--- config.mk ---
export PLATFORM = sky130hd
export DESIGN_NAME = fpa_queue
export DESIGN_NICKNAME = d
export VERILOG_FILES = /design/src/hw/rtl/fpa_pkg.sv /design/src/hw/rtl/fpa_queue.sv
export SDC_FILE = /design/constraint.sdc
export NUM_CORES = 1
export LEC_CHECK = 0
export BUFFER_PORTS_ARGS = -buffer_cell sky130_fd_sc_hd__clkbuf_2
export CAP_MARGIN = 5
export CORE_UTILIZATION = 49
export CTS_BUF_LIST = sky130_fd_sc_hd__clkbuf_2 sky130_fd_sc_hd__clkbuf_4 sky130_fd_sc_hd__clkbuf_8
export CTS_CLUSTER_DIAMETER = 120
export DETAILED_ROUTE_END_ITERATION = 10
export PLACE_DENSITY = 0.76
export SYNTH_ARGS = -nofsm -noshare
export SYNTH_HDL_FRONTEND = slang
export SYNTH_SLANG_ARGS = --single-unit
export TNS_END_PERCENT = 50
--- constraint.sdc ---
create_clock -name clk -period 4 [get_ports clk]
set_input_delay 0.4 -clock clk [delete_from_list [all_inputs] [get_ports clk]]
set_output_delay 0.4 -clock clk [all_outputs]
set_load 0.05 [all_outputs]
--- src/hw/rtl/fpa_pkg.sv ---
// ----------------------------------------------------------------------------
// fpa_pkg
// Shared types and constants of the fixed-point ALU.
// ----------------------------------------------------------------------------
`default_nettype none

package fpa_pkg;

    localparam int DATA_W          = 32;
    localparam int CMD_W           = 4;
    localparam int FRACTION_BITS_D = 14;
    localparam int QUEUE_DEPTH     = 2;

    typedef enum logic [CMD_W-1:0] {
        CMD_TO_FIXED     = 4'd0,
        CMD_TO_INT_TRUNC = 4'd1,
        CMD_TO_INT_ROUND = 4'd2,
        CMD_ADD          = 4'd3,
        CMD_SUB          = 4'd4,
        CMD_ADD_INT      = 4'd5,
        CMD_SUB_INT      = 4'd6,
        CMD_MUL          = 4'd7,
        CMD_MUL_INT      = 4'd8,
        CMD_DIV          = 4'd9,
        CMD_DIV_INT      = 4'd10
    } cmd_t;

    // class of work picked by the front end
    typedef enum logic [2:0] {
        OP_NONE,
        OP_ADD,
        OP_SHR,
        OP_MUL,
        OP_DIV,
        OP_DZ
    } op_t;

    // classified word handed from front to back
    typedef struct packed {
        op_t                op;
        logic               mul_shift;
        logic               div_shift;
        logic [DATA_W-1:0]  x;
        logic [DATA_W-1:0]  y;
    } work_t;

    // input channel word
    typedef struct packed {
        logic [CMD_W-1:0]         command;
        logic signed [DATA_W-1:0] operand_a;
        logic signed [DATA_W-1:0] operand_b;
    } alu_in_t;

    // output channel word
    typedef struct packed {
        logic signed [DATA_W-1:0] result;
        logic                     divide_by_zero;
    } alu_out_t;

endpackage

`default_nettype wire

--- src/hw/rtl/fpa_queue.sv ---
// ----------------------------------------------------------------------------
// fpa_queue
// Short register FIFO between the front and back ends.
// ----------------------------------------------------------------------------
`default_nettype none

module fpa_queue
    import fpa_pkg::*;
#(
    parameter int DEPTH = QUEUE_DEPTH
) (
    input  wire logic  clk,
    input  wire logic  rst_n,
    input  wire logic  in_valid,
    output logic       in_ready,
    input  work_t      in_work,
    output logic       out_valid,
    input  wire logic  out_ready,
    output work_t      out_work
);

    localparam int AW = (DEPTH > 1) ? $clog2(DEPTH) : 1;

    work_t mem_reg [DEPTH];
    logic [AW-1:0] wr_reg, rd_reg;
    logic [AW:0]   count_reg;
    logic push, pop;

    assign in_ready  = count_reg != (AW+1)'(DEPTH);
    assign out_valid = count_reg != '0;
    assign out_work  = mem_reg[rd_reg];
    assign push      = in_valid && in_ready;
    assign pop       = out_valid && out_ready;

    // pointers and fill count
    always_ff @(posedge clk or negedge rst_n)
    begin
        if (!rst_n)
        begin
            wr_reg    <= '0;
            rd_reg    <= '0;
            count_reg <= '0;
        end
        else
        begin
            if (push)
            begin
                wr_reg <= (wr_reg == AW'(DEPTH-1)) ? '0 : wr_reg + 1'b1;
            end
            if (pop)
            begin
                rd_reg <= (rd_reg == AW'(DEPTH-1)) ? '0 : rd_reg + 1'b1;
            end
            count_reg <= count_reg + (AW+1)'(push) - (AW+1)'(pop);
        end
    end

    always_ff @(posedge clk)
    begin
        if (push)
        begin
            mem_reg[wr_reg] <= in_work;
        end
    end

endmodule

`default_nettype wire

==> impl_metrics.env, run 1 <==
export IMPL_status="complete, no violations"
export IMPL_die_w_um=105
export IMPL_syn_area_um2=5220
export IMPL_clk_pin_slew_ns=0.08
export IMPL_powerDensity_nw_per_um2=859
export IMPL_clock_fmax_mhz=364
export IMPL_slew_viol_final=0
export IMPL_area_delta_synth_final_pct=23.5
export IMPL_rsz0062_at_grt="false"
export IMPL_grt_overflow=0
export IMPL_reg2reg_from="count_reg[0]"
export IMPL_worst_pin_slew_ns=0.959
export IMPL_cts_root_buf="clkbuf_8"
export IMPL_max_stage_delay_ns=0.89
export IMPL_final_cell_area_um2=6450
export IMPL_die_y_um=105
export IMPL_nets=469
export IMPL_crit_fanout=34
export IMPL_fin_crit_sh=0.687
export IMPL_grt_max_degree=70
export IMPL_finalHoldViolCount=0
export IMPL_io_pins=144
export IMPL_power_share_clock=0.195
export IMPL_antenna_found_initial=0
export IMPL_netlist_instances=237
export IMPL_synth_avg_cell_area_um2=22.0
export IMPL_cts_made_buffers=17
export IMPL_ctsLongestPathBuffers=2
export IMPL_vias=2690
export IMPL_fin_crit_ns=2.75
export IMPL_clk_latency_ns=0.42
export IMPL_crit_buf_inv=2
export IMPL_dieArea_um2=11100
export IMPL_wl_per_cell_um=16.2
export IMPL_p_sw_frac=0.423
export IMPL_antenna_diode_count=0
export IMPL_dp_hpwl_um=5520
export IMPL_port_buffers=143
export IMPL_grt_pass1_vias=2729
export IMPL_cts_sinks=142
export IMPL_switchingPower_uw=2350
export IMPL_cts_setup_buffers=0
export IMPL_startpoint_type="flip-flop"
export IMPL_path_delay_family="flip-flops"
export IMPL_hold_class="in2reg"
export IMPL_yosysWarnings=0
export IMPL_ff2ff_setup_slack_ns=1.97
export IMPL_grt_pass1_wl_um=13600
export IMPL_grt_usage=0.167
export IMPL_ant_nets=0
export IMPL_core_area_um2=10300
export IMPL_skew_ns=0.0127
export IMPL_seqPwrFrac=0.395
export IMPL_drcViolationCount=0
export IMPL_n_fill_cell=753
export IMPL_layout_common_cells="143 x clkbuf_2, 138 x edfxtp_1, 69 x mux2_2"
export IMPL_cell_internal_pwr_uw=3200
export IMPL_r2r_end="mem_reg[0][3]"
export IMPL_cts_tree="done"
export IMPL_maxSlewHeadroom=0.361
export IMPL_ys_seq_area_frac=0.812
export IMPL_synth_seq_cells=142
export IMPL_arrival_ns=2.35
export IMPL_postCtsHoldBufs=1
export IMPL_tns_ns=0
export IMPL_multi_input_area_um2=908
export IMPL_htree_levels=4
export IMPL_seq_area_um2=4250
export IMPL_cts_resized=0
export IMPL_end_kind="output port"
export IMPL_required_ns=3.60
export IMPL_viasPerCell=4.94
export IMPL_start_util=0.506
export IMPL_p_comb_frac=0.410
export IMPL_drive_above_1_share=0.610
export IMPL_wirelength_um=8810
export IMPL_synth_distinct_cells=18
export IMPL_p_leak_uw=0.00245
export IMPL_setup_violations_final=0
export IMPL_cp_slowest_cell="dfrtp_2"
export IMPL_largest_reg_flops=138
export IMPL_cap_violations=0
export IMPL_ir_worst_vdd_mv=0.424
export IMPL_finalWeightedCongestion=0.709
export IMPL_drtPass1Iterations=4
export IMPL_synth_net_count=311
export IMPL_path_depth=3
export IMPL_crit_path_end="out_work[54]"
export IMPL_crit_type="reg2out"
export IMPL_final_common_cell="clkbuf_2"
export IMPL_drt_iter0_markers=123
export IMPL_placed_cell_area_um2=6060
export IMPL_path_cells="buf_4 > mux2_2 > clkbuf_2"
export IMPL_rows=37
export IMPL_r2r_worst_path_cells=4
export IMPL_cp_startpoint="rd_reg"
-- cell usage after synthesis --
library cell | n | area, um^2
and3_1 | 1 | 6.26
a32oi_1 | 1 | 8.76
o21ai_0 | 1 | 5.00
xnor2_1 | 3 | 26.3
dfrtp_1 | 4 | 100
a21bo_1 | 1 | 10.0
or2_2 | 1 | 6.26
edfxtp_1 | 138 | 4140
nor2b_1 | 1 | 6.26
nand3_1 | 1 | 5.00
mux2_2 | 69 | 777
nand2b_1 | 1 | 6.26
nor2_1 | 3 | 11.3
a211oi_1 | 1 | 7.51
nand2_1 | 2 | 7.51
buf_6 | 7 | 78.8
ha_1 | 1 | 12.5
buf_2 | 1 | 5.00
-- worst min-delay path by stage --
stage	start	end	slack [ns]	cells past startpoint
global route	in_work[51]	mem_reg[1][51]	0.12	1
floorplan	rst_n	count_reg[0]	0.10	0
detailed placement	rst_n	count_reg[0]	0.22	1
finish	in_work[31]	mem_reg[0][31]	0.16	1
CTS	in_work[31]	mem_reg[0][31]	0.12	1
global placement	rst_n	count_reg[0]	0.21	1
-- metrics by stage --
step	power (uW)	hold slack, ns	utilization	setup WS [ns]	std cells
2_1_floorplan	4080	0.104	-	0.698	237
3_3_place_gp	4480	0.212	0.587	1.68	511
3_5_place_dp	4510	0.215	0.587	1.67	511
4_1_cts	5600	0.124	0.625	1.19	544
5_1_grt	5770	0.122	0.625	1.08	544
6_report	5540	0.160	0.625	1.25	544
-- area by class of cell --
cell class | count | share of cell area
Clock buffer | 17 | 0.0363
Clock inverter | 15 | 0.0225
Multi-Input combinational cell | 87 | 0.141
Sequential cell | 142 | 0.658
Tap cell | 136 | 0.0264
Timing Repair Buffer | 147 | 0.116
-- power by group through the flow --
stage	Sequential [uW]	Clock, uW	Combinational (uW)
CTS	2200	1110	2290
detailed placement	2230	0	2290
global route	2230	1170	2370
finish	2190	1080	2270
global placement	2210	0	2270
floorplan	2140	0	1940
-- cell families after synthesis --
logic type	count (synthesis)	synth area share
DFF	142	0.812
muxes	69	0.149
and+or+nand+nor	10	0.00934
buffers and inverters	8	0.0160
AOI/OAI and AO/OA	4	0.00599
xor gates and xnor gates	3	0.00503
adders and majority gates	1	0.00239
-- worst reg2reg max path, stage by stage, from the launching register on --
cell	delay, ns
dfrtp_1	0.44
nand2b_1	0.20
nand2_1	0.14
nor2_4	0.10
buf_4	0.71
-- metal layers --
layer / GRT usage / vias up / share of wire
li1: - / 1259 / -
met1: 0.206 / 1312 / 0.43
met2: 0.270 / 107 / 0.49
met3: 0.0569 / 12 / 0.066
met4: 0.0694 / 0 / 0.012
met5: 0 / - / 0
(Power assumes the default switching activity.)
==> run 2: changes to the inputs <==
==> constraint.sdc (replaced) <==
create_clock -name clk -period 2.5 [get_ports clk]
set_input_delay 0.25 -clock clk [delete_from_list [all_inputs] [get_ports clk]]
set_output_delay 0.25 -clock clk [all_outputs]
set_load 0.05 [all_outputs]
==> impl_metrics.env, run 2 (synthesis results as in run 1) <==
export IMPL_cts_resized=0
export IMPL_layout_common_cells="143 x clkbuf_2, 138 x edfxtp_1, 69 x mux2_2"
export IMPL_drcViolationCount=0
export IMPL_tns_ns=0
export IMPL_dp_hpwl_um=6070
export IMPL_cp_startpoint="rd_reg"
export IMPL_final_common_cell="clkbuf_2"
export IMPL_r2r_worst_path_cells=3
export IMPL_crit_fanout=28
export IMPL_grt_pass1_wl_um=15700
export IMPL_cts_setup_buffers=0
export IMPL_finalWeightedCongestion=0.746
export IMPL_cts_tree="done"
export IMPL_rsz0062_at_grt="false"
export IMPL_ctsLongestPathBuffers=2
export IMPL_maxSlewHeadroom=0.654
export IMPL_cap_violations=0
export IMPL_r2r_end="mem_reg[1][38]"
export IMPL_cts_made_buffers=17
export IMPL_crit_path_end="out_work[49]"
export IMPL_hold_class="in2reg"
export IMPL_port_buffers=143
export IMPL_grt_usage=0.193
export IMPL_htree_levels=4
export IMPL_arrival_ns=1.98
export IMPL_crit_type="reg2out"
export IMPL_skew_ns=0.00980
export IMPL_wl_per_cell_um=16.7
export IMPL_rows=37
export IMPL_finalHoldViolCount=0
export IMPL_cts_sinks=142
export IMPL_p_leak_uw=0.00272
export IMPL_final_cell_area_um2=7100
export IMPL_grt_max_degree=39
export IMPL_worst_pin_slew_ns=0.520
export IMPL_drive_above_1_share=0.537
export IMPL_powerDensity_nw_per_um2=1270
export IMPL_startpoint_type="flip-flop"
export IMPL_clk_pin_slew_ns=0.08
export IMPL_antenna_diode_count=0
export IMPL_ant_nets=0
export IMPL_placed_cell_area_um2=6120
export IMPL_antenna_found_initial=0
export IMPL_ir_worst_vdd_mv=0.796
export IMPL_area_delta_synth_final_pct=36.0
export IMPL_core_area_um2=10300
export IMPL_wirelength_um=10100
export IMPL_grt_pass1_vias=3234
export IMPL_nets=532
export IMPL_n_fill_cell=705
export IMPL_drt_iter0_markers=155
export IMPL_status="complete, no violations"
export IMPL_cts_root_buf="clkbuf_8"
export IMPL_die_y_um=105
export IMPL_grt_overflow=0
export IMPL_ff2ff_setup_slack_ns=0.76
export IMPL_fin_hold_ws_ns=0.0261
export IMPL_start_util=0.506
export IMPL_clk_latency_ns=0.42
export IMPL_fin_crit_sh=0.891
export IMPL_end_kind="output port"
export IMPL_reg2reg_from="count_reg[0]"
export IMPL_viasPerCell=4.83
export IMPL_drtPass1Iterations=4
export IMPL_dieArea_um2=11100
export IMPL_vias=2929
export IMPL_clock_fmax_mhz=449
export IMPL_io_pins=144
export IMPL_die_w_um=105
export IMPL_largest_reg_flops=138
export IMPL_slew_viol_final=0
export IMPL_setup_violations_final=0
export IMPL_required_ns=2.25
export IMPL_fin_crit_ns=2.23
[run 2: worst max-delay path: stages (launching register included)]
cell,delay (ns)
dfrtp_2,0.67
buf_12,0.26
mux2_2,0.38
clkbuf_2,0.24
[run 2: per-layer routing]
metal | global-route usage | vias to the layer above | share of wire
li1 | - | 1385 | -
met1 | 0.209 | 1432 | 0.38
met2 | 0.355 | 104 | 0.55
met3 | 0.0606 | 8 | 0.057
met4 | 0.0624 | 0 | 0.0091
met5 | 0 | - | 0
[run 2: layout make-up]
class                   instances  area [um^2]  share of cell area
multi-input cells              87          911               0.128
well taps                     136          170              0.0240
clock buffers                  17          234              0.0329
repair buffers                210         1410               0.198
clock inverters                15          135              0.0190
flip-flops and latches        142         4250               0.598
[run 2: power by group]
| part | total, uW | leakage [uW] | internal (uW) | switching (uW) |
|---|---|---|---|---|
| clock | 1690 | 0.000179 | 798 | 891 |
| sequential | 3460 | 0.00133 | 3250 | 209 |
| combinational | 3880 | 0.00121 | 1120 | 2760 |
[run 2: what timing repair did]
item	CTS	global route
hold buffers	60	1
endpoints found under the setup margin	0	0
hold endpoints to repair	119	2
[run 2: how the worst min path moves through the flow]
stage	depth (start not counted)	slack (ns)	end	start
finish	1	0.03	mem_reg[1][49]	in_work[49]
global route	1	0.003	mem_reg[1][66]	in_work[66]
CTS	1	0.0002	mem_reg[0][20]	in_work[20]
detailed placement	1	0.07	count_reg[0]	rst_n
global placement	1	0.07	wr_reg	rst_n
floorplan	0	-0.05	count_reg[0]	rst_n
[run 2: through the flow]
stage | instances | worst slack [ns] | util | total power (uW)
4_1_cts | 606 | 0.208 | 0.687 | 9110
2_1_floorplan | 237 | 0.130 | - | 6520
3_5_place_dp | 514 | 0.693 | 0.593 | 7330
5_1_grt | 607 | 0.178 | 0.688 | 9380
3_3_place_gp | 514 | 0.697 | 0.593 | 7260
6_report | 607 | 0.273 | 0.688 | 9030
