File: config.mk
export PLATFORM = sky130hd
export DESIGN_NAME = fpa_front
export DESIGN_NICKNAME = d
export VERILOG_FILES = /design/src/hw/rtl/fpa_pkg.sv /design/src/hw/rtl/fpa_front.sv
export SDC_FILE = /design/constraint.sdc
export NUM_CORES = 1
export LEC_CHECK = 0
export CORE_MARGIN = 4
export CORE_UTILIZATION = 45
export CTS_CLUSTER_DIAMETER = 150
export DETAILED_ROUTE_END_ITERATION = 10
export DONT_BUFFER_PORTS = 1
export GPL_ROUTABILITY_DRIVEN = 0
export SYNTH_ARGS = -nofsm -noshare
export SYNTH_HDL_FRONTEND = slang
export SYNTH_SLANG_ARGS = --single-unit
File: constraint.sdc
create_clock -name clk -period 3.5 [get_ports clk]
set_input_delay 0.525 -clock clk [delete_from_list [all_inputs] [get_ports clk]]
set_output_delay 0.525 -clock clk [all_outputs]
set_load 0.005 [all_outputs]
File: src/hw/rtl/fpa_pkg.sv
// ----------------------------------------------------------------------------
// fpa_pkg
// Shared types and constants of the fixed-point ALU.
// ----------------------------------------------------------------------------
`default_nettype none

package fpa_pkg;

    localparam int DATA_W          = 32;
    localparam int CMD_W           = 4;
    localparam int FRACTION_BITS_D = 14;
    localparam int QUEUE_DEPTH     = 2;

    typedef enum logic [CMD_W-1:0] {
        CMD_TO_FIXED     = 4'd0,
        CMD_TO_INT_TRUNC = 4'd1,
        CMD_TO_INT_ROUND = 4'd2,
        CMD_ADD          = 4'd3,
        CMD_SUB          = 4'd4,
        CMD_ADD_INT      = 4'd5,
        CMD_SUB_INT      = 4'd6,
        CMD_MUL          = 4'd7,
        CMD_MUL_INT      = 4'd8,
        CMD_DIV          = 4'd9,
        CMD_DIV_INT      = 4'd10
    } cmd_t;

    // class of work picked by the front end
    typedef enum logic [2:0] {
        OP_NONE,
        OP_ADD,
        OP_SHR,
        OP_MUL,
        OP_DIV,
        OP_DZ
    } op_t;

    // classified word handed from front to back
    typedef struct packed {
        op_t                op;
        logic               mul_shift;
        logic               div_shift;
        logic [DATA_W-1:0]  x;
        logic [DATA_W-1:0]  y;
    } work_t;

    // input channel word
    typedef struct packed {
        logic [CMD_W-1:0]         command;
        logic signed [DATA_W-1:0] operand_a;
        logic signed [DATA_W-1:0] operand_b;
    } alu_in_t;

    // output channel word
    typedef struct packed {
        logic signed [DATA_W-1:0] result;
        logic                     divide_by_zero;
    } alu_out_t;

endpackage

`default_nettype wire

File: src/hw/rtl/fpa_front.sv
// ----------------------------------------------------------------------------
// fpa_front
// Decodes the command and forms the operands for the back end, registered.
// ----------------------------------------------------------------------------
`default_nettype none

module fpa_front
    import fpa_pkg::*;
#(
    parameter int FRACTION_BITS = FRACTION_BITS_D
) (
    input  wire logic               clk,
    input  wire logic               rst_n,
    input  wire logic               in_valid,
    output logic                    in_ready,
    input  wire logic [CMD_W-1:0]   command,
    input  wire logic [DATA_W-1:0]  operand_a,
    input  wire logic [DATA_W-1:0]  operand_b,
    output logic                    out_valid,
    input  wire logic               out_ready,
    output work_t                   out_work
);

    localparam logic [DATA_W-1:0] HALF = DATA_W'(1) << (FRACTION_BITS - 1);

    logic  valid_reg;
    work_t work_reg, work_next;
    logic [DATA_W-1:0] b_scaled;

    assign b_scaled  = operand_b << FRACTION_BITS;
    assign in_ready  = !valid_reg || out_ready;
    assign out_valid = valid_reg;
    assign out_work  = work_reg;

    // classification
    always_comb
    begin
        work_next           = '0;
        work_next.op        = OP_NONE;
        work_next.x         = operand_a;
        work_next.y         = operand_b;
        unique case (command)
            CMD_TO_FIXED:
            begin
                work_next.op = OP_ADD;
                work_next.x  = '0;
                work_next.y  = b_scaled;
            end
            CMD_TO_INT_TRUNC: work_next.op = OP_SHR;
            CMD_TO_INT_ROUND:
            begin
                // bias toward zero-away, shift unit handles sign fix
                work_next.op = OP_SHR;
                work_next.y  = ($signed(operand_a) > 0) ? HALF : -HALF;
            end
            CMD_ADD: work_next.op = OP_ADD;
            CMD_SUB:
            begin
                work_next.op = OP_ADD;
                work_next.y  = -operand_b;
            end
            CMD_ADD_INT:
            begin
                work_next.op = OP_ADD;
                work_next.y  = b_scaled;
            end
            CMD_SUB_INT:
            begin
                work_next.op = OP_ADD;
                work_next.y  = -b_scaled;
            end
            CMD_MUL:
            begin
                work_next.op        = OP_MUL;
                work_next.mul_shift = 1'b1;
            end
            CMD_MUL_INT: work_next.op = OP_MUL;
            CMD_DIV:
            begin
                work_next.op        = (operand_b == '0) ? OP_DZ : OP_DIV;
                work_next.div_shift = 1'b1;
            end
            CMD_DIV_INT: work_next.op = (operand_b == '0) ? OP_DZ : OP_DIV;
            default: work_next.op = OP_NONE;
        endcase
        if (command == CMD_TO_INT_TRUNC)
        begin
            work_next.y = '0;
        end
    end

    always_ff @(posedge clk or negedge rst_n)
    begin
        if (!rst_n)
        begin
            valid_reg <= 1'b0;
        end
        else if (in_ready)
        begin
            valid_reg <= in_valid;
        end
    end

    always_ff @(posedge clk)
    begin
        if (in_ready && in_valid)
        begin
            work_reg <= work_next;
        end
    end

endmodule

`default_nettype wire

==> impl_metrics.json, run 1 <==
{
  "rsz0062_at_grt": "false",
  "fp-row-count": 34,
  "start_kind": "input port",
  "hpwlAfterDp_um": 8248,
  "critPathKind": "in2reg",
  "antenna_found_initial": 0,
  "htreeDepth": 3,
  "clock_sinks": 70,
  "ys_warn_count": 0,
  "crit_fanout": 10,
  "dp_cells": 505,
  "drc": 0,
  "relSlewSlack_pct": 33.03,
  "syn_to_final_growth_pct": 6.862,
  "grt_max_degree": 38,
  "finalSetupTns_ps": 0,
  "clockBufferDepth": 2,
  "synth_seq_cells": 70,
  "clock_latency_ps": 340,
  "final_cells": 522,
  "min_period_ps": 2276,
  "fp.dieW_um": 104.5,
  "fin_ws_ps": 1224,
  "setup_viol": 0,
  "dieArea_um2": 10930,
  "netlist_area_um2": 4194,
  "grt_pass1_vias": 3209,
  "tritoncts": "built",
  "synth-main-ff-cell": "edfxtp_1",
  "power_mw": 1.883,
  "tightest_slew_ps": 1002,
  "arrival_ps": 2360,
  "syn_nets": 496,
  "finalHoldViolCount": 0,
  "finalCritPeriodShare_pct": 65.03,
  "grt_usage_pct": 20.48,
  "fmax_ghz": 0.4394,
  "cts_root_buf": "clkbuf_8",
  "drv_cap": 0,
  "min_from": "in_valid",
  "wl_um": 11550,
  "yosys.area.top_type": "edfxtp_1",
  "drtPass1Iterations": 5,
  "antenna_cells": 0,
  "ys_seq_area_share_pct": 50.00,
  "p_per_area_nw_per_um2": 420.2,
  "final_net_count": 482,
  "place_ws_ps": 869.0,
  "synth_cell_types": 53,
  "synth_cells": 423,
  "initial_core_util_pct": 47.17,
  "final_layout_size_suffix_gt1_share_pct": 9.420,
  "hold_class": "in2reg",
  "ir_drop_mv": 0.2224,
  "r2r_start": "out_valid$_DFFE_PN0N_",
  "io_buffers": 0,
  "critPathLaunch": "operand_b[0]",
  "skew_ps": 6.331,
  "via_count": 3373,
  "ys_top_cells_by_count": "69 x edfxtp_1, 41 x o21ai_0, 40 x nor2_1",
  "antenna_left": 0,
  "overflow": 0,
  "avgRoutedWirePerCell_um": 22.13,
  "core_um2": 8891,
  "synth_enable_flop_cells": 69,
  "pin_count": 143,
  "status": "completed",
  "netlist.area_leader.share_pct": 49.40,
  "path_clk_slew_ps": 80,
  "grt_first_pass_wirelength_um": 17940,
  "cts_buffers": 9,
  "synthArstFlopShare_pct": 1.429,
  "crit_required_ps": 3590,
  "maxSlewViolCount": 0,
  "yosysMostFrequentCell": "edfxtp_1",
  "drt_iter0_drc": 273,
  "leakagePower_nw": 1.378,
  "die_h_um": 104.5,
  "avgSynthCellArea_um2": 9.915,
  "final_util_pct": 50.41,
  "synthTopCellsByArea": "edfxtp_1 49%, nor2b_1 4.9%, o21ai_0 4.9%, nor2_1 3.6%, nor3_1 2.4%",
  "setup.worst_path.end_class": "flip-flop",
  "detail_route.vias_per_cell": 6.462,
  "post_cts_resized": 0
}
-- cell families after synthesis --
| group | share of synthesized area [%] |
|---|---|
| and+or+nand+nor | 27.18 |
| AOI/OAI and AO/OA | 15.51 |
| DFF | 50.00 |
| buffers and inverters | 3.580 |
| muxes | 2.148 |
| xor gates and xnor gates | 1.044 |
| adders and majority gates | 0.5370 |
-- sequential cells by signal, indices dropped and copies added (netlist names) --
register,count
out_valid,1
out_work,69
-- where the power goes --
part | switching, mW | internal (mW)
Combinational | 0.112 | 0.0729
Sequential | 0.0305 | 0.994
Clock | 0.339 | 0.335
Total | 0.481 | 1.40
-- final cells by class --
cell class,count,area [µm²]
sequential,70,2097
multi-input combinational,315,1958
tap,108,135.1
fill,841,4409
inverter,5,18.77
timing repair buffer,8,75.07
clock inverter,6,70.07
clock buffer,10,127.6
-- path summary, 6_finish.rpt --
check,slack [ps],cells after the start,endpoint
min,290,1,out_valid$_DFFE_PN0N_
max in group asynchronous,3020,1,out_valid$_DFFE_PN0N_
max,1220,7,out_work[18]$_SDFFCE_PP0P_
min in group asynchronous,380,1,out_valid$_DFFE_PN0N_
max reg2reg,1680,3,out_work[9]$_SDFFCE_PP0P_
min reg2reg,590,2,out_valid$_DFFE_PN0N_
-- cell usage in the layout, fill, tap and decap left out, drive strengths merged, types with 3 or more instances in the layout --
cell | Yosys | final
edfxtp | 69 | 69
nor3b | 3 | 3
nor2b | 33 | 33
nor4 | 17 | 17
mux2i | 9 | 9
a31oi | 11 | 11
and3 | 3 | 3
nand4 | 5 | 5
o41ai | 3 | 3
nand3 | 12 | 12
buf | 8 | 7
and2 | 9 | 9
inv | 5 | 7
nand2 | 20 | 20
a22oi | 12 | 12
o22ai | 3 | 3
nand2b | 5 | 5
nor2 | 40 | 40
o21ai | 42 | 42
a21oi | 12 | 12
a211oi | 3 | 3
a222oi | 3 | 3
or3 | 11 | 11
o31ai | 5 | 5
clkbuf | 25 | 10
xor2 | 5 | 5
or4 | 6 | 6
clkinvlp | 0 | 3
nor3 | 22 | 22
-- critical path, stage by stage --
cell and delay, ps:
inv_1 60, ha_1 250, nor4b_2 480, nand4_2 370, or4_1 510, nand3_1 100, a21oi_1 60
-- per-layer routing --
layer  track usage (%)  vias to the layer above  routed length, µm
met5                 0                        -                  0
met4             4.748                        0                144
met3             7.891                       15               1144
met2             34.09                      174               5547
met1             25.26                     1596               4714
li1                  -                     1588                  -
-- repair_timing --
item                                   in CTS  in global routing
setup buffers                               0                  0
hold buffers                                1                  0
endpoints found under the hold margin       1                  0
-- through the flow --
stage | hold slack (ps) | area, µm²
2_1_floorplan | 229.4 | 4194
3_3_place_gp | 229.4 | 4274
3_5_place_dp | 229.4 | 4274
4_1_cts | 276.8 | 4482
5_1_grt | 269.8 | 4482
6_report | 289.1 | 4482
No activity file was read; power rests on OpenSTA's default activity.
==> run 2, diff against run 1 <==
- clock period: 3.5 -> 2.3 ns (I/O delays scaled with it)
==> impl_metrics.json, run 2 (same netlist as run 1, synthesis figures left out) <==
{
  "status": "completed",
  "finalSetupTns_ps": 0,
  "path_clk_slew_ps": 80,
  "drv_cap": 0,
  "clockBufferDepth": 2,
  "cp_slowest_stage_delay_ps": 500,
  "clock_sinks": 70,
  "maxSlewViolCount": 0,
  "overflow": 0,
  "grt_usage_pct": 20.37,
  "r2r_setup_slack_ps": 880,
  "final_net_count": 493,
  "layout_commonest_cell": "edfxtp_1",
  "relSlewSlack_pct": 57.12,
  "initial_core_util_pct": 47.17,
  "die_h_um": 104.5,
  "tightest_slew_ps": 643.3,
  "drt_iter0_drc": 354,
  "syn_to_final_growth_pct": 8.890,
  "ir_drop_mv": 0.2467,
  "leakagePower_nw": 1.432,
  "cp_cell_sequence": "inv_1 > ha_1 > nor4b_2 > nand4_2 > or4_1 > nand3_1 > a21oi_1",
  "grt_pass1_vias": 3210,
  "grt_max_degree": 70,
  "drc": 0,
  "fp-row-count": 34,
  "hold_class": "in2reg",
  "hpwlAfterDp_um": 8239,
  "detail_route.vias_per_cell": 6.461,
  "io_buffers": 0,
  "fp.dieW_um": 104.5,
  "post_cts_resized": 0,
  "pin_count": 143,
  "grt_first_pass_wirelength_um": 17620,
  "min_period_ps": 1864,
  "setup.worst_path.end_class": "flip-flop",
  "setup_viol": 0,
  "critPathKind": "in2reg",
  "final_cell_mix": "69 x edfxtp_1, 41 x o21ai_0, 40 x nor2_1",
  "skew_ps": 8.104,
  "antenna_found_initial": 0,
  "htreeDepth": 3,
  "dieArea_um2": 10930,
  "crit_family": "simple AND/OR/NAND/NOR gates",
  "avgRoutedWirePerCell_um": 21.54,
  "antenna_left": 0,
  "finalHoldViolCount": 0,
  "finalCritPeriodShare_pct": 81.05,
  "fin_ws_ps": 435.8,
  "start_kind": "input port",
  "crit_fanout": 10,
  "slowest_stage": "or4_1",
  "cts_buffers": 9,
  "largest_reg_flops": 69,
  "place_ws_ps": 106.1,
  "final_layout_size_suffix_gt1_share_pct": 11.76,
  "p_per_area_nw_per_um2": 626.1,
  "via_count": 3450,
  "rsz0062_at_grt": "false",
  "drtPass1Iterations": 7,
  "clock_latency_ps": 350,
  "core_um2": 8891,
  "critPathBufInv": 1,
  "cts_root_buf": "clkbuf_8",
  "fmax_ghz": 0.5364,
  "wl_um": 11500,
  "crit_required_ps": 2390,
  "tritoncts": "built",
  "arrival_ps": 1960
}
-- run 2: changes by cell type in the layout (fill, tap and decap cells not counted) --
cell     delta
buf_4      +11
diode_2     +1
-- run 2: area by class of cell --
cell class | instances | area [µm²]
clock inverters | 6 | 70.07
flip-flops and latches | 70 | 2097
inverters | 5 | 18.77
well taps | 108 | 135.1
fillers | 795 | 4324
repair buffers | 19 | 157.7
diodes | 1 | 2.502
multi-input cells | 315 | 1958
clock buffers | 10 | 127.6
-- run 2: through the flow --
stage               util, %  hold slack, ps  area, µm²  std cells  power (mW)
CTS                   51.34           95.78       4564        533       2.895
global route          51.34           98.23       4564        533       2.979
floorplan                 -           49.41       4195        423       1.811
detailed placement    49.00           49.46       4357        516       1.878
global placement      49.00           49.44       4357        516       1.872
finish                51.37           109.5       4567        534       2.859
-- run 2: power breakdown --
part / internal (mW) / total (mW) / switching (mW) / leakage [nW]
clock network: 0.509 / 1.01 / 0.504 / 0.0895
registers: 1.51 / 1.56 / 0.0473 / 0.676
logic: 0.117 / 0.286 / 0.169 / 0.667
total: 2.14 / 2.86 / 0.721 / 1.43
-- run 2: worst paths after layout --
path / endpoint / cells after the start / startpoint
worst max-delay path: out_work[18]$_SDFFCE_PP0P_ / 7 / operand_b[0]
worst min-delay path: out_valid$_DFFE_PN0N_ / 1 / in_valid
worst max register to register: out_work[65]$_DFFE_PP_ / 3 / out_valid$_DFFE_PN0N_
worst min register to register: out_valid$_DFFE_PN0N_ / 2 / out_valid$_DFFE_PN0N_
max in group asynchronous: out_valid$_DFFE_PN0N_ / 1 / rst_n
min in group asynchronous: out_valid$_DFFE_PN0N_ / 1 / rst_n
-- run 2: timing repair --
action,CTS,global route
hold buffers,1,0
endpoints found under the hold margin,1,0
buffers inserted,0,0
-- run 2: routing by layer --
layer / GRT usage, % / vias up / share of wire, %
met3: 6.289 / 21 / 7.7
met1: 26.15 / 1646 / 43
met4: 6.553 / 0 / 1.6
li1: - / 1622 / -
met5: 0 / - / 0
met2: 32.98 / 161 / 47
-- run 2: worst reg2reg max path, stage by stage (launching register included) --
cell and delay [ps]:
dfrtp_1 400, nand2b_1 130, and2_2 180, buf_12 330
==> run 3, diff against run 2 <==
- ABC_AREA: default -> 1
- clock period: 2.3 -> 1.9 ns (I/O delays scaled with it)
==> impl_metrics.json, run 3 <==
{
  "finalCritPeriodShare_pct": 78.47,
  "clockBufferDepth": 2,
  "final_cell_mix": "140 x nor2_1, 101 x nand2_1, 73 x inv_1",
  "grt_pass1_vias": 3639,
  "ys_seq_area_share_pct": 47.51,
  "rsz0062_at_grt": "false",
  "tritoncts": "built",
  "synth_seq_cells": 70,
  "final_cells": 730,
  "antenna_found_initial": 0,
  "ys_warn_count": 0,
  "min_from": "in_valid",
  "final_net_count": 669,
  "fmax_ghz": 0.6707,
  "crit_required_ps": 2020,
  "drc": 0,
  "min_period_ps": 1491,
  "min_path_cells": 2,
  "p_per_area_nw_per_um2": 743.5,
  "ys_top_cells_by_count": "140 x nor2_1, 101 x nand2_1, 73 x inv_1",
  "hpwlAfterDp_um": 9526,
  "crit_fanout": 7,
  "hold_buffers": 1,
  "drt_iter0_drc": 291,
  "fp.dieW_um": 107.0,
  "layout_commonest_cell": "nor2_1",
  "cts_root_buf": "clkbuf_8",
  "netlist_area_um2": 4414,
  "initial_core_util_pct": 46.88,
  "synth_cell_types": 37,
  "min_to": "out_valid$_DFFE_PN0N_",
  "post_cts_resized": 0,
  "arrival_ps": 1620,
  "setup.worst_path.end_class": "flip-flop",
  "antenna_left": 0,
  "ir_drop_mv": 0.3789,
  "syn_to_final_growth_pct": 9.694,
  "skew_ps": 9.194,
  "synthTopCellsByArea": "edfxtp_1 47%, nor2_1 12%, nand2_1 8.6%, nand3_1 7.1%, inv_1 6.2%",
  "detail_route.vias_per_cell": 5.362,
  "grt_max_degree": 40,
  "reg2regPathDepth": 2,
  "setup_viol": 0,
  "critPathKind": "in2reg",
  "start_kind": "input port",
  "synth_cells": 582,
  "dp_cells": 713,
  "tightest_slew_ps": 565.2,
  "via_count": 3914,
  "worstReg2RegEnd": "out_work[50]$_SDFFCE_PP0P_",
  "synth-main-ff-cell": "edfxtp_1",
  "synthArstFlopShare_pct": 1.429,
  "relSlewSlack_pct": 61.97,
  "path_clk_slew_ps": 90,
  "finalHoldViolCount": 0,
  "io_buffers": 0,
  "grt_first_pass_wirelength_um": 19000,
  "place_ws_ps": 40.60,
  "hold_class": "in2reg",
  "avgRoutedWirePerCell_um": 16.94,
  "leakagePower_nw": 1.993,
  "worst_hold_slack_ps": 76.44,
  "postCtsSetupBuffers": 0,
  "r2r_setup_slack_ps": 540,
  "overflow": 0,
  "yosys.area.top_type": "edfxtp_1",
  "drtPass1Iterations": 5,
  "synth_enable_flop_cells": 69,
  "final_layout_size_suffix_gt1_share_pct": 10.98,
  "status": "completed",
  "avgSynthCellArea_um2": 7.585,
  "wl_um": 12370,
  "largest_reg_flops": 69,
  "fin_ws_ps": 409.0,
  "maxSlewViolCount": 0,
  "pin_count": 143,
  "yosysMostFrequentCell": "nor2_1",
  "antenna_cells": 0,
  "clock_sinks": 70,
  "power_mw": 3.600,
  "r2r_start": "out_valid$_DFFE_PN0N_",
  "htreeDepth": 3,
  "fp-row-count": 35,
  "final_util_pct": 51.43,
  "grt_usage_pct": 21.59,
  "dieArea_um2": 11460,
  "die_h_um": 107.0,
  "clock_latency_ps": 350,
  "syn_nets": 655,
  "netlist.area_leader.share_pct": 46.94,
  "drv_cap": 0,
  "core_um2": 9415,
  "cts_buffers": 9
}
[run 3: changes by cell type in the layout (fill, tap and decap cells not counted), moves of 10 or more]
cell,delta
a22oi_1,-10
o21ai_0,-28
nor4_1,-11
nor2_1,+100
nand3_1,+52
a21oi_1,+19
nor2b_1,-33
nor3_1,-17
o21ai_1,+20
or3_1,-11
inv_1,+68
nand2_1,+82
a31oi_1,-10
[run 3: critical path, cell delays in order]
cell	delay [ps]
inv_1	100
ha_1	200
inv_1	80
nor2_4	100
nand2_2	100
nor2_4	180
nand3_2	120
nor2_1	140
nand2_1	60
nand2_1	60
nor2_1	40
nor2_1	100
nor2_1	40
[run 3: through the flow]
stage / setup TNS, ps / cell area, µm²
4_1_cts: 0 / 4842
5_1_grt: 0 / 4842
2_1_floorplan: -8296 / 4425
3_3_place_gp: 0 / 4636
3_5_place_dp: 0 / 4636
6_report: 0 / 4842
[run 3: routing by layer]
metal	track usage, %	wire [µm]	part of all wire, %
met1	25.17	4792	39
met2	36.82	6102	49
met3	7.827	1212	9.8
met4	6.941	257	2.1
met5	0	0	0
[run 3: kinds of logic (layout without fill, tap and decap cells)]
| logic type | after synthesis | in the layout | synth area share [%] |
|---|---|---|---|
| XOR/XNOR | 4 | 4 | 0.7938 |
| flip-flops | 70 | 70 | 47.51 |
| buffers and inverters | 96 | 115 | 8.758 |
| AO/OA/AOI/OAI | 72 | 72 | 8.475 |
| adder cells (fa/ha/maj) | 1 | 1 | 0.2834 |
| AND/OR/NAND/NOR | 339 | 339 | 34.18 |
[run 3: worst max path at each step]
stage	from	to	slack, ps	depth (start not counted)
2_1_floorplan	out_valid$_DFFE_PN0N_	out_work[0]$_SDFFCE_PP0P_	-120	1
3_3_place_gp	operand_b[0]	out_work[30]$_SDFFCE_PP0P_	90	13
3_5_place_dp	operand_b[0]	out_work[30]$_SDFFCE_PP0P_	40	13
4_1_cts	operand_b[0]	out_work[30]$_SDFFCE_PP0P_	420	13
5_1_grt	operand_b[0]	out_work[28]$_SDFFCE_PP0P_	250	13
6_report	operand_b[0]	out_work[30]$_SDFFCE_PP0P_	410	13
[run 3: power by group]
part	total, mW	internal [mW]	switching [mW]	leakage [nW]
Combinational	0.468	0.158	0.310	1.22
Sequential	1.90	1.84	0.0592	0.675
Clock	1.23	0.608	0.625	0.0956
Total	3.60	2.61	0.994	1.99
[run 3: area by class of cell]
class | instances | area [µm²]
timing repair buffer | 15 | 127.6
inverter | 84 | 317.8
tap | 129 | 161.4
fill | 916 | 4573
clock inverter | 7 | 72.57
clock buffer | 9 | 123.9
multi-input combinational | 416 | 1942
sequential | 70 | 2097
